[src/design/pco_pkg.sv]
// ----------------------------------------------------------------------------
// pco_pkg
// Shared constants and types for the polygon convexity/orientation block.
// ----------------------------------------------------------------------------
package pco_pkg;

  localparam int DEF_MAX_VERTICES  = 1024;
  localparam int DEF_COORD_BITS    = 24;
  localparam int VERTEX_TOTAL_BITS = 11;

  // Turn slots carried through the pipeline
  localparam int NUM_TURNS  = 3;
  localparam int TURN_NEW   = 0;  // triple closed by the incoming vertex
  localparam int TURN_WRAPA = 1;  // (v[N-2], v[N-1], v[0])
  localparam int TURN_WRAPB = 2;  // (v[N-1], v[0], v[1])

  typedef struct packed {
    logic                 last;
    logic                 too_many;
    logic [NUM_TURNS-1:0] turn_en;
  } tag_t;

endpackage

[src/design/pco_tally.sv]
// ----------------------------------------------------------------------------
// pco_tally
// Turn sign test, positive-turn accumulation and the result register.
// ----------------------------------------------------------------------------
module pco_tally
  import pco_pkg::*;
#(
  parameter int MAX_VERTICES = DEF_MAX_VERTICES,
  parameter int COORD_BITS   = DEF_COORD_BITS,
  localparam int NW = $clog2(MAX_VERTICES + 1),
  localparam int DW = COORD_BITS + 1,
  localparam int PW = 2 * DW
) (
  input  logic                         clk,
  input  logic                         rst,
  input  logic                         prod_valid,
  output logic                         prod_ready,
  input  logic signed [PW-1:0]         prod_a [NUM_TURNS],
  input  logic signed [PW-1:0]         prod_b [NUM_TURNS],
  input  tag_t                         prod_tag,
  input  logic [NW-1:0]                prod_count,
  output logic                         out_valid,
  input  logic                         out_ready,
  output logic                         is_convex,
  output logic                         is_ccw,
  output logic                         too_many,
  output logic [VERTEX_TOTAL_BITS-1:0] vertex_total
);

  logic                 take;
  logic [NUM_TURNS-1:0] positive;
  logic signed [PW:0]   z [NUM_TURNS];
  logic [NW-1:0]        positive_count;
  logic [NW-1:0]        pos_total;

  // Non-final vertices never touch the result register
  assign prod_ready = !prod_valid || !prod_tag.last || !out_valid || out_ready;
  assign take       = prod_valid && prod_ready;

  always_comb begin
    for (int i = 0; i < NUM_TURNS; i++) begin
      z[i]        = (PW + 1)'(prod_a[i]) - (PW + 1)'(prod_b[i]);
      positive[i] = prod_tag.turn_en[i] && (z[i] > 0);
    end
    pos_total = positive_count + NW'(positive[TURN_NEW]) + NW'(positive[TURN_WRAPA])
              + NW'(positive[TURN_WRAPB]);
  end

  always_ff @(posedge clk) begin
    if (rst) begin
      positive_count <= '0;
    end else if (take) begin
      positive_count <= prod_tag.last ? '0 : pos_total;
    end
  end

  always_ff @(posedge clk) begin
    if (rst) begin
      out_valid <= 1'b0;
    end else if (take && prod_tag.last) begin
      out_valid <= 1'b1;
    end else if (out_ready) begin
      out_valid <= 1'b0;
    end
  end

  always_ff @(posedge clk) begin
    if (take && prod_tag.last) begin
      is_convex    <= (pos_total == '0) || (pos_total == prod_count);
      is_ccw       <= {pos_total, 1'b0} < {1'b0, prod_count};
      too_many     <= prod_tag.too_many;
      vertex_total <= VERTEX_TOTAL_BITS'(prod_count);
    end
  end

endmodule

[config.mk]
export PLATFORM = sky130hd
export DESIGN_NAME = pco_tally
export DESIGN_NICKNAME = d
export VERILOG_FILES = /design/src/design/pco_pkg.sv /design/src/design/pco_tally.sv
export SDC_FILE = /design/constraint.sdc
export NUM_CORES = 1
export LEC_CHECK = 0
export BUFFER_PORTS_ARGS = -buffer_cell sky130_fd_sc_hd__buf_2
export CELL_PAD_IN_SITES_DETAIL_PLACEMENT = 1
export CELL_PAD_IN_SITES_GLOBAL_PLACEMENT = 2
export CORE_MARGIN = 4
export CORE_UTILIZATION = 31
export DETAILED_ROUTE_END_ITERATION = 6
export PLACE_DENSITY_LB_ADDON = 0.1
export SLEW_MARGIN = 15
export SYNTH_ARGS = -nofsm -noshare
export SYNTH_HDL_FRONTEND = slang
export SYNTH_SLANG_ARGS = --single-unit
export TNS_END_PERCENT = 30
[constraint.sdc]
create_clock -name clk -period 19.6 [get_ports clk]
set_input_delay 5.88 -clock clk [delete_from_list [all_inputs] [get_ports clk]]
set_output_delay 5.88 -clock clk [all_outputs]
set_load 0.01 [all_outputs]
==> reports/metrics.csv <==
stage,metric,value,unit
floorplan,Die W,204,microns
placed_design,DP HPWL,44200,microns
critical_path,Worst R2R Setup Slack,15870,ps
hold_path,hold_sp,positive_count[0],
clocking,clk_lat worst skew,260,ps
pwr,worst vdd ir,0.0340,mV
synth,synthesized area,12000,sq um
grt,initial antenna violation count,0,
clocking,Clock Tree Buf Depth,2,
clocking,Post-CTS Setup Bufs,0,
grt,met2 GRT Util,40.5,%
detailed_routing,DR vias/cell,5.60,
hold_path,Worst Hold Path Cells,2,
timing,Worst Clk Skew,4.55,ps
synth,syn_nets,2310,
synth,Synth Flop Type,edfxtp_1,
cells_and_area,"commonest non-fill, non-tap cell in the layout",buf_2,
timing,Slew HR,37.7,%
synth,Mean Syn Cell Area,6.57,sq um
hold_path,Hold Crit Class,reg -> reg,
placed_design,port bufs,335,
synth,fraction of registers with async set/reset,0,%
detailed_routing,total vias in the final route,14500,
timing,Period minus WS final,13150,ps
synth,Synth top area share,16.9,%
critical_path,worst reg-to-reg path cell count,17,
critical_path,Startpoint Class,input port,
clocking,TritonCTS Buffers,3,
timing,number of max-slew violations in the final report,0,
synth,Synth area leaders,"ha_1 17%, a21oi_1 8.0%, inv_1 6.7%, nand2_1 5.4%, nor2_1 4.0%",
cells_and_area,Post-Layout Inst Area,14100,sq um
synth,sequential area share after synthesis,5.52,%
timing,Hold Fails Final Rpt,0,
detailed_routing,routed wire length,50300,microns
detailed_routing,drt first pass iters,5,
floorplan,Die Ht,204,microns
synth,Synth Warn #,0,
critical_path,Crit Path Max Fanout,4,
clocking,CTS tree,built,
clocking,post-cts sizing count,0,
pwr,Lkg Pwr,6.78,nW
timing,final setup violation count,0,
detailed_routing,remaining antenna violation count,0,
synth,Cell variety after synth,91,
clocking,clk slew on worst S/H paths,70,ps
floorplan,DIE AREA,41800,sq um
grt,first-pass GRT wire length,78900,microns
clocking,hold-fix buffer count after cts,0,
clocking,H-tree lvl count,1,
critical_path,Crit Reg-Reg Endpoint,is_ccw,
placed_design,GP Congestion,0.916,
critical_path,reg2reg start,positive_count[0],
critical_path,CP required,19690,ps
timing,Fmax achieved,0.0761,GHz
detailed_routing,drt drc,0,
cells_and_area,Syn-to-layout area delta,17.6,%
synth,Post-synth EDFFs,14,
grt,met3 Usage GRT,1.52,%
cells_and_area,fraction of layout cells with a size suffix above 1,17.7,%
cells_and_area,Final #Nets,2571,
floorplan,Starting Density,31.6,%
clocking,clock tree sinks,26,
clocking,root buf cell,clkbuf_16,
floorplan,row cnt,71,
hold_path,sink of the worst hold path,positive_count[0],
timing,Hold Worst Slack,460,ps
placed_design,DP Area,14000,sq um
outcome,status,"finished, final reports clean",
run,max_cap viols,0,
critical_path,Worst Setup Path Type,in -> reg,
detailed_routing,drt wl/cell,19.4,microns
critical_path,worst endpoint data arrival time,13230,ps
cells_and_area,antenna cell count,0,
critical_path,critical path's largest stage delay,590,ps
synth,#FFs+latches synth,26,
grt,vias in the first global route,14900,
timing,Total Neg Setup Slack,0,ps
timing,fin crit share,67.1,%
floorplan,Core Footprint,37800,sq um
detailed_routing,DR iter-0 viols,751,
floorplan,I/O pin count,336,
grt,largest net degree at the start of global routing,16,
timing,unrepaired setup endpoints after global routing,no,
grt,busiest grt layer,met2,
synth,Syn Inst Count,1823,
timing,Worst Tran Pin Value,934,ps
cells_and_area,"leading cell types in the layout, fill and taps excluded","335 x buf_2, 215 x inv_1, 191 x a21oi_1",
grt,remaining global-route overflow,0,
synth,"area leader, netlist",ha_1,
pwr,overall power,0.550,mW
critical_path,Worst setup EP type,flip-flop,
pwr,Pwr Density,39.1,nW/um^2
grt,All-Layer GR Usage,22.6,%
critical_path,Worst path slowest cell,o31ai_1,
grt,met1 GRT Util,30.8,%
## flip-flops by register name (all words and copies together), names as in the netlist
name and cells:
positive_count 11, too_many 1, out_valid 1, is_convex 1
is_ccw 1, vertex_total 11
## routing by layer
metal	vias up	share of wire (%)	wire length, microns
met5	-	0	0
met2	408	48	24200
met1	6867	46	23200
li1	7196	-	-
met3	47	4.6	2340
met4	0	1.3	660
## per-stage QoR
step	utilization [%]	setup WS, ps	instances
2_1_floorplan	-	7430	1823
3_3_place_gp	36.9	6250	2590
3_5_place_dp	36.9	6040	2590
4_1_cts	37.2	6290	2594
5_1_grt	37.2	5580	2594
6_report	37.2	6450	2594
## synth_stat cells, drive strengths merged, types with 33 or more instances
cell type / instances
inv: 217
a21oi: 192
nand2: 171
ha: 162
nor2: 130
o21ai: 105
clkbuf: 69
nand3: 58
nand4: 53
xnor2: 48
a21o: 46
xor2: 45
nor3: 33
## logic make-up (layout without fill, tap and decap cells)
| logic type | Yosys count | in the layout | share of synthesized area, % |
|---|---|---|---|
| XOR/XNOR | 93 | 93 | 6.81 |
| flip-flops | 26 | 26 | 5.52 |
| buffers and inverters | 296 | 556 | 9.42 |
| multiplexers | 18 | 18 | 1.54 |
| adder cells (fa/ha/maj) | 167 | 167 | 17.8 |
| AO/OA/AOI/OAI | 618 | 618 | 33.6 |
| AND/OR/NAND/NOR | 605 | 605 | 25.3 |
## worst max-delay path by stage
stage	endpoint	cells past startpoint	slack, ps	from
after CTS	is_ccw	33	6290	prod_a[50]
final	is_ccw	33	6450	prod_a[50]
after global routing	is_ccw	33	5580	prod_a[50]
after detailed placement	is_ccw	33	6040	prod_a[50]
after global placement	is_ccw	33	6250	prod_a[50]
after floorplan	prod_ready	2	7430	prod_tag[4]
## critical path, delay by kind of cell
family	cells	cell delay [ps]
AO/OA/AOI/OAI	16	4160
adder cells (fa/ha/maj)	6	2100
AND/OR/NAND/NOR	6	720
XOR/XNOR	1	90
buffers and inverters	4	270
## where the power goes
group	total [mW]	switching [mW]	internal, mW
Clock	0.0593	0.0186	0.0406
Sequential	0.0605	0.000731	0.0598
Combinational	0.430	0.263	0.167
## area by class of cell
class	instances	area (sq um)
well taps	511	639
fillers	5041	23800
clock buffers	3	75.1
multi-input cells	1501	10200
flip-flops and latches	26	661
repair buffers	335	1680
inverters	217	815
clock inverters	1	30.0
(Power assumes the default switching activity.)
