## src/design/pco_pkg.sv

```systemverilog
// ----------------------------------------------------------------------------
// pco_pkg
// Shared constants and types for the polygon convexity/orientation block.
// ----------------------------------------------------------------------------
package pco_pkg;

  localparam int DEF_MAX_VERTICES  = 1024;
  localparam int DEF_COORD_BITS    = 24;
  localparam int VERTEX_TOTAL_BITS = 11;

  // Turn slots carried through the pipeline
  localparam int NUM_TURNS  = 3;
  localparam int TURN_NEW   = 0;  // triple closed by the incoming vertex
  localparam int TURN_WRAPA = 1;  // (v[N-2], v[N-1], v[0])
  localparam int TURN_WRAPB = 2;  // (v[N-1], v[0], v[1])

  typedef struct packed {
    logic                 last;
    logic                 too_many;
    logic [NUM_TURNS-1:0] turn_en;
  } tag_t;

endpackage

```

## src/design/pco_front.sv

```systemverilog
// ----------------------------------------------------------------------------
// pco_front
// Vertex history, counting and operand differences for up to three turns.
// ----------------------------------------------------------------------------
module pco_front
  import pco_pkg::*;
#(
  parameter int MAX_VERTICES = DEF_MAX_VERTICES,
  parameter int COORD_BITS   = DEF_COORD_BITS,
  localparam int NW = $clog2(MAX_VERTICES + 1),
  localparam int DW = COORD_BITS + 1
) (
  input  logic                         clk,
  input  logic                         rst,
  input  logic                         in_valid,
  output logic                         in_ready,
  input  logic signed [COORD_BITS-1:0] vertex_x,
  input  logic signed [COORD_BITS-1:0] vertex_y,
  input  logic                         last_vertex,
  output logic                         diff_valid,
  input  logic                         diff_ready,
  output logic signed [DW-1:0]         dx0 [NUM_TURNS],
  output logic signed [DW-1:0]         dy0 [NUM_TURNS],
  output logic signed [DW-1:0]         dx1 [NUM_TURNS],
  output logic signed [DW-1:0]         dy1 [NUM_TURNS],
  output tag_t                         diff_tag,
  output logic [NW-1:0]                diff_count
);

  logic signed [COORD_BITS-1:0] first_x, first_y, second_x, second_y;
  logic signed [COORD_BITS-1:0] older_x, older_y, newer_x, newer_y;
  logic [NW-1:0]                vertex_count;
  logic                         overflow_seen;

  logic                         keep;
  logic                         accept;
  logic [NW-1:0]                count_next;
  logic                         wrap_en;
  logic signed [COORD_BITS-1:0] ax [NUM_TURNS];
  logic signed [COORD_BITS-1:0] ay [NUM_TURNS];
  logic signed [COORD_BITS-1:0] bx [NUM_TURNS];
  logic signed [COORD_BITS-1:0] by [NUM_TURNS];
  logic signed [COORD_BITS-1:0] cx [NUM_TURNS];
  logic signed [COORD_BITS-1:0] cy [NUM_TURNS];

  assign in_ready   = !diff_valid || diff_ready;
  assign accept     = in_valid && in_ready;
  assign keep       = vertex_count < NW'(MAX_VERTICES);
  assign count_next = vertex_count + NW'(keep);
  assign wrap_en    = last_vertex && (count_next >= NW'(3));

  // Pick the three triples; a dropped vertex leaves the history as it was
  always_comb begin
    ax[TURN_NEW] = older_x;  ay[TURN_NEW] = older_y;
    bx[TURN_NEW] = newer_x;  by[TURN_NEW] = newer_y;
    cx[TURN_NEW] = vertex_x; cy[TURN_NEW] = vertex_y;
    if (keep) begin
      ax[TURN_WRAPA] = newer_x;  ay[TURN_WRAPA] = newer_y;
      bx[TURN_WRAPA] = vertex_x; by[TURN_WRAPA] = vertex_y;
      ax[TURN_WRAPB] = vertex_x; ay[TURN_WRAPB] = vertex_y;
    end else begin
      ax[TURN_WRAPA] = older_x;  ay[TURN_WRAPA] = older_y;
      bx[TURN_WRAPA] = newer_x;  by[TURN_WRAPA] = newer_y;
      ax[TURN_WRAPB] = newer_x;  ay[TURN_WRAPB] = newer_y;
    end
    cx[TURN_WRAPA] = first_x;  cy[TURN_WRAPA] = first_y;
    bx[TURN_WRAPB] = first_x;  by[TURN_WRAPB] = first_y;
    cx[TURN_WRAPB] = second_x; cy[TURN_WRAPB] = second_y;
  end

  // History and counters
  always_ff @(posedge clk) begin
    if (rst) begin
      vertex_count  <= '0;
      overflow_seen <= 1'b0;
    end else if (accept) begin
      if (last_vertex) begin
        vertex_count  <= '0;
        overflow_seen <= 1'b0;
      end else if (keep) begin
        vertex_count <= count_next;
      end else begin
        overflow_seen <= 1'b1;
      end
    end
  end

  always_ff @(posedge clk) begin
    if (accept && keep) begin
      if (vertex_count == '0) begin
        first_x <= vertex_x;
        first_y <= vertex_y;
      end
      if (vertex_count == NW'(1)) begin
        second_x <= vertex_x;
        second_y <= vertex_y;
      end
      older_x <= newer_x;
      older_y <= newer_y;
      newer_x <= vertex_x;
      newer_y <= vertex_y;
    end
  end

  // Stage register: differences about the middle vertex
  always_ff @(posedge clk) begin
    if (rst) begin
      diff_valid <= 1'b0;
    end else if (in_ready) begin
      diff_valid <= in_valid;
    end
  end

  always_ff @(posedge clk) begin
    if (accept) begin
      for (int i = 0; i < NUM_TURNS; i++) begin
        dx0[i] <= DW'(ax[i]) - DW'(bx[i]);
        dy0[i] <= DW'(ay[i]) - DW'(by[i]);
        dx1[i] <= DW'(cx[i]) - DW'(bx[i]);
        dy1[i] <= DW'(cy[i]) - DW'(by[i]);
      end
      diff_tag.last                <= last_vertex;
      diff_tag.too_many            <= overflow_seen || !keep;
      diff_tag.turn_en[TURN_NEW]   <= keep && (vertex_count >= NW'(2));
      diff_tag.turn_en[TURN_WRAPA] <= wrap_en;
      diff_tag.turn_en[TURN_WRAPB] <= wrap_en;
      diff_count                   <= count_next;
    end
  end

endmodule

```

## config.mk

```make
export PLATFORM = sky130hd
export DESIGN_NAME = pco_front
export DESIGN_NICKNAME = d
export VERILOG_FILES = /design/src/design/pco_pkg.sv /design/src/design/pco_front.sv
export SDC_FILE = /design/constraint.sdc
export NUM_CORES = 1
export LEC_CHECK = 0
export ABC_AREA = 1
export BUFFER_PORTS_ARGS = -buffer_cell sky130_fd_sc_hd__buf_2
export CORE_MARGIN = 3
export CORE_UTILIZATION = 50
export CTS_CLUSTER_SIZE = 30
export DETAILED_ROUTE_END_ITERATION = 12
export PLACE_DENSITY_LB_ADDON = 0.15
export RECOVER_POWER = 25
export SYNTH_ARGS = -nofsm -noshare
export SYNTH_HDL_FRONTEND = slang
export SYNTH_SLANG_ARGS = --single-unit
export TNS_END_PERCENT = 1
```

## constraint.sdc

```tcl
create_clock -name clk -period 18.52 [get_ports clk]
set_input_delay 1.852 -clock clk [delete_from_list [all_inputs] [get_ports clk]]
set_output_delay 1.852 -clock clk [all_outputs]
set_load 0.005 [all_outputs]
```

==> flow_summary.yaml <==
run_status:
  outcome: "finished with violations"
  violations: "max-capacitance violations, max-slew violations"
clocking:
  cts-buffers-inserted: 54
  cts.sink_count: 518
  cts_tree: "yes"
  root_buffer: "clkbuf_16"
  postCtsHoldBufs: 0
  postCtsSetupBuffers: 0
  ctsHtreeMaxLevel: 2
  clockBufferDepth: 3
  cts_resized: 0
  path_clk_slew_ns: 0.07
  clkLatencyLatePin_ns: 0.64
logic_synthesis:
  synth_commonest_cells: "nand2_1, inv_1, edfxtp_1"
  syn_area_um2: 34800
  syn_nets: 4565
  synth_most_common_cell: "nand2_1"
  synthCells: 4202
  synth_top_flop_cell: "edfxtp_1"
  synth_area_leaders: "edfxtp_1, nand2_1, ha_1, inv_1, a21oi_1"
  synth_edf_count: 505
  yosysUniqueCellTypes: 44
  syn_area_per_cell_um2: 8.29
  synth_top_cell_by_area: "edfxtp_1"
  synth_warnings: 0
  post-synth-top-area-fraction: 0.435
  synth_seq_cells: 518
  seq_area_frac_synth: 0.443
  async_flop_share: 0
timing:
  fin_crit_ns: 8.99
  tightest_slew_ns: 4.68
  finClkSkew_ns: 0.0276
  slew_viol_final: 304
  timing.fmax_ghz: 0.111
  period_share: 0.486
  slew_headroom: -2.14
  setup_violations: 0
  timing.final.hold_violations: 0
  tns_ns: 0
  rsz0062_at_grt: "no"
placement:
  numPortBuffers: 370
  place_inst: 5482
  dpl-instance-area_um2: 37800
  hpwl_mm: 93.6
  gp_congestion: 1.01
power_and_ir_drop:
  power_leakage_nw: 18.2
  p_per_area_nw_per_um2: 89.9
  ir_worst_vdd_v: 0.0000825
  p_total_w: 0.00357
hold_path:
  hold_path.class: "reg2reg"
  hold_depth: 0
die:
  start_util: 0.506
  die_area_um2: 72800
  core_area_um2: 68800
  fp.dieH_um: 270
  die_x_um: 270
  num_io_pins: 371
  fp-row-count: 96
critical_path:
  path_class: "reg2reg"
  r2r-end: "dy0[41]$_DFFE_PP_"
  ff2ff_setup_slack_ns: 9.53
  critPathRequiredTime_ns: 18.90
  end_kind: "register"
  worst_setup_path_start_kind: "register"
  critPathLaunch: "vertex_count[10]$_SDFFE_PP0P_"
  cp.arrival_ns: 9.37
  crit-reg2reg-launch: "vertex_count[10]$_SDFFE_PP0P_"
  reg2regPathDepth: 17
  cp_max_fo: 101
  endpoint: "dy0[41]$_DFFE_PP_"
layout:
  fill_cells: 6403
  multiInputGateArea_um2: 17000
  final_area_um2: 39700
  instances_no_fill: 5587
  fin_nets: 4970
  seq_area_um2: 15400
  areaGrowthSynthToFinish_pct: 13.9
  drive_gt1_frac: 0.110
drt:
  vias_per_cell: 5.51
  drc: 0
  firstDrtPassIters: 6
  drt-wirelength-per-cell_um: 20.6
  wl_mm: 115
  antenna_left: 0
  first_iter_violations: 3466
  vias: 30800
global_routing:
  grt_pass1_vias: 28100
  overflow: 0
  grt_pass1_wl_mm: 172
  antenna_found_initial: 5
  grt_usage: 0.307
  grt_start_max_net_pins: 159
flow_run:
  maxCapViolCount: 3
state kept, by name, indices dropped and copies added, names as in the netlist, 74 cells and up:
register and flops:
dx0 75, dy1 74, dy0 75, dx1 74
cell families (layout without fill, tap and decap cells):
logic type                 count (synthesis)  after routing  synth area share
AOI/OAI and AO/OA                        702            702             0.105
adders and majority gates                310            310             0.114
buffers and inverters                    619           1070            0.0690
and+or+nand+nor                         1881           1881             0.226
other                                      0              3                 0
xor gates and xnor gates                 172            172            0.0433
DFF                                      518            518             0.443
per-stage QoR:
stage | util | hold WS, ns | setup slack, ns
after global placement | 0.549 | 0.427 | 14.04
after detailed placement | 0.549 | 0.432 | 13.98
after floorplan | - | 0.426 | 9.02
after global routing | 0.576 | 0.452 | 8.47
final | 0.576 | 0.441 | 9.53
after CTS | 0.577 | 0.441 | 14.13
layout make-up:
cell class	count	share of cell area
clock inverter	41	0.0120
sequential	518	0.389
multi-input combinational	3065	0.429
antenna	3	0.000189
timing repair buffer	394	0.0499
clock buffer	61	0.0366
tap	931	0.0294
inverter	574	0.0544
layer usage:
metal / vias up / part of all wire / track usage
met2: 1439 / 0.40 / 0.431
met1: 14400 / 0.48 / 0.492
met4: 0 / 0.024 / 0.0745
met3: 128 / 0.094 / 0.0460
met5: - / 0 / 0.00329
li1: 14900 / - / -
how the worst min path moves through the flow:
stage                                from                    end  slack [ns]
finish              newer_y[22]$_DFFE_PP_  older_y[22]$_DFFE_PP_        0.44
global route        newer_y[22]$_DFFE_PP_  older_y[22]$_DFFE_PP_        0.45
CTS                 newer_y[22]$_DFFE_PP_  older_y[22]$_DFFE_PP_        0.44
detailed placement  newer_x[21]$_DFFE_PP_  older_x[21]$_DFFE_PP_        0.43
global placement    newer_y[19]$_DFFE_PP_  older_y[19]$_DFFE_PP_        0.43
floorplan           newer_x[10]$_DFFE_PP_  older_x[10]$_DFFE_PP_        0.43
placed cells by master, fill, tap and decap left out, types with 52 or more instances in the layout:
| cell type | Yosys | final |
|---|---|---|
| inv_1 | 570 | 569 |
| o21ai_0 | 274 | 275 |
| nand3_1 | 166 | 166 |
| ha_1 | 298 | 298 |
| edfxtp_1 | 505 | 505 |
| nand4_1 | 93 | 93 |
| clkbuf_16 | 0 | 56 |
| nor2_1 | 297 | 296 |
| clkbuf_1 | 10 | 52 |
| nand2_1 | 1196 | 1196 |
| a21oi_1 | 355 | 355 |
| xor2_1 | 131 | 131 |
| buf_2 | 17 | 321 |
critical path, stage by stage (launching register included):
cell,delay [ns]
dfxtp_1,2.25
clkbuf_1,2.31
clkinvlp_2,1.51
or2_2,0.60
o21ai_0,0.13
inv_1,0.16
ha_1,0.25
fa_1,0.48
inv_1,0.10
nand3_1,0.07
nand2_1,0.12
nand2_1,0.06
nand3_1,0.24
inv_1,0.07
nor2_1,0.13
nor2_1,0.05
nand2_1,0.07
nand2_1,0.06
power by group:
| group | leakage, nW | internal [W] | total (W) | switching [W] |
|---|---|---|---|---|
| logic | 12.3 | 0.000290 | 0.000890 | 0.000599 |
| registers | 4.98 | 0.00146 | 0.00151 | 0.0000496 |
| clock network | 0.917 | 0.000681 | 0.00117 | 0.000491 |
(Power assumes the default switching activity.)
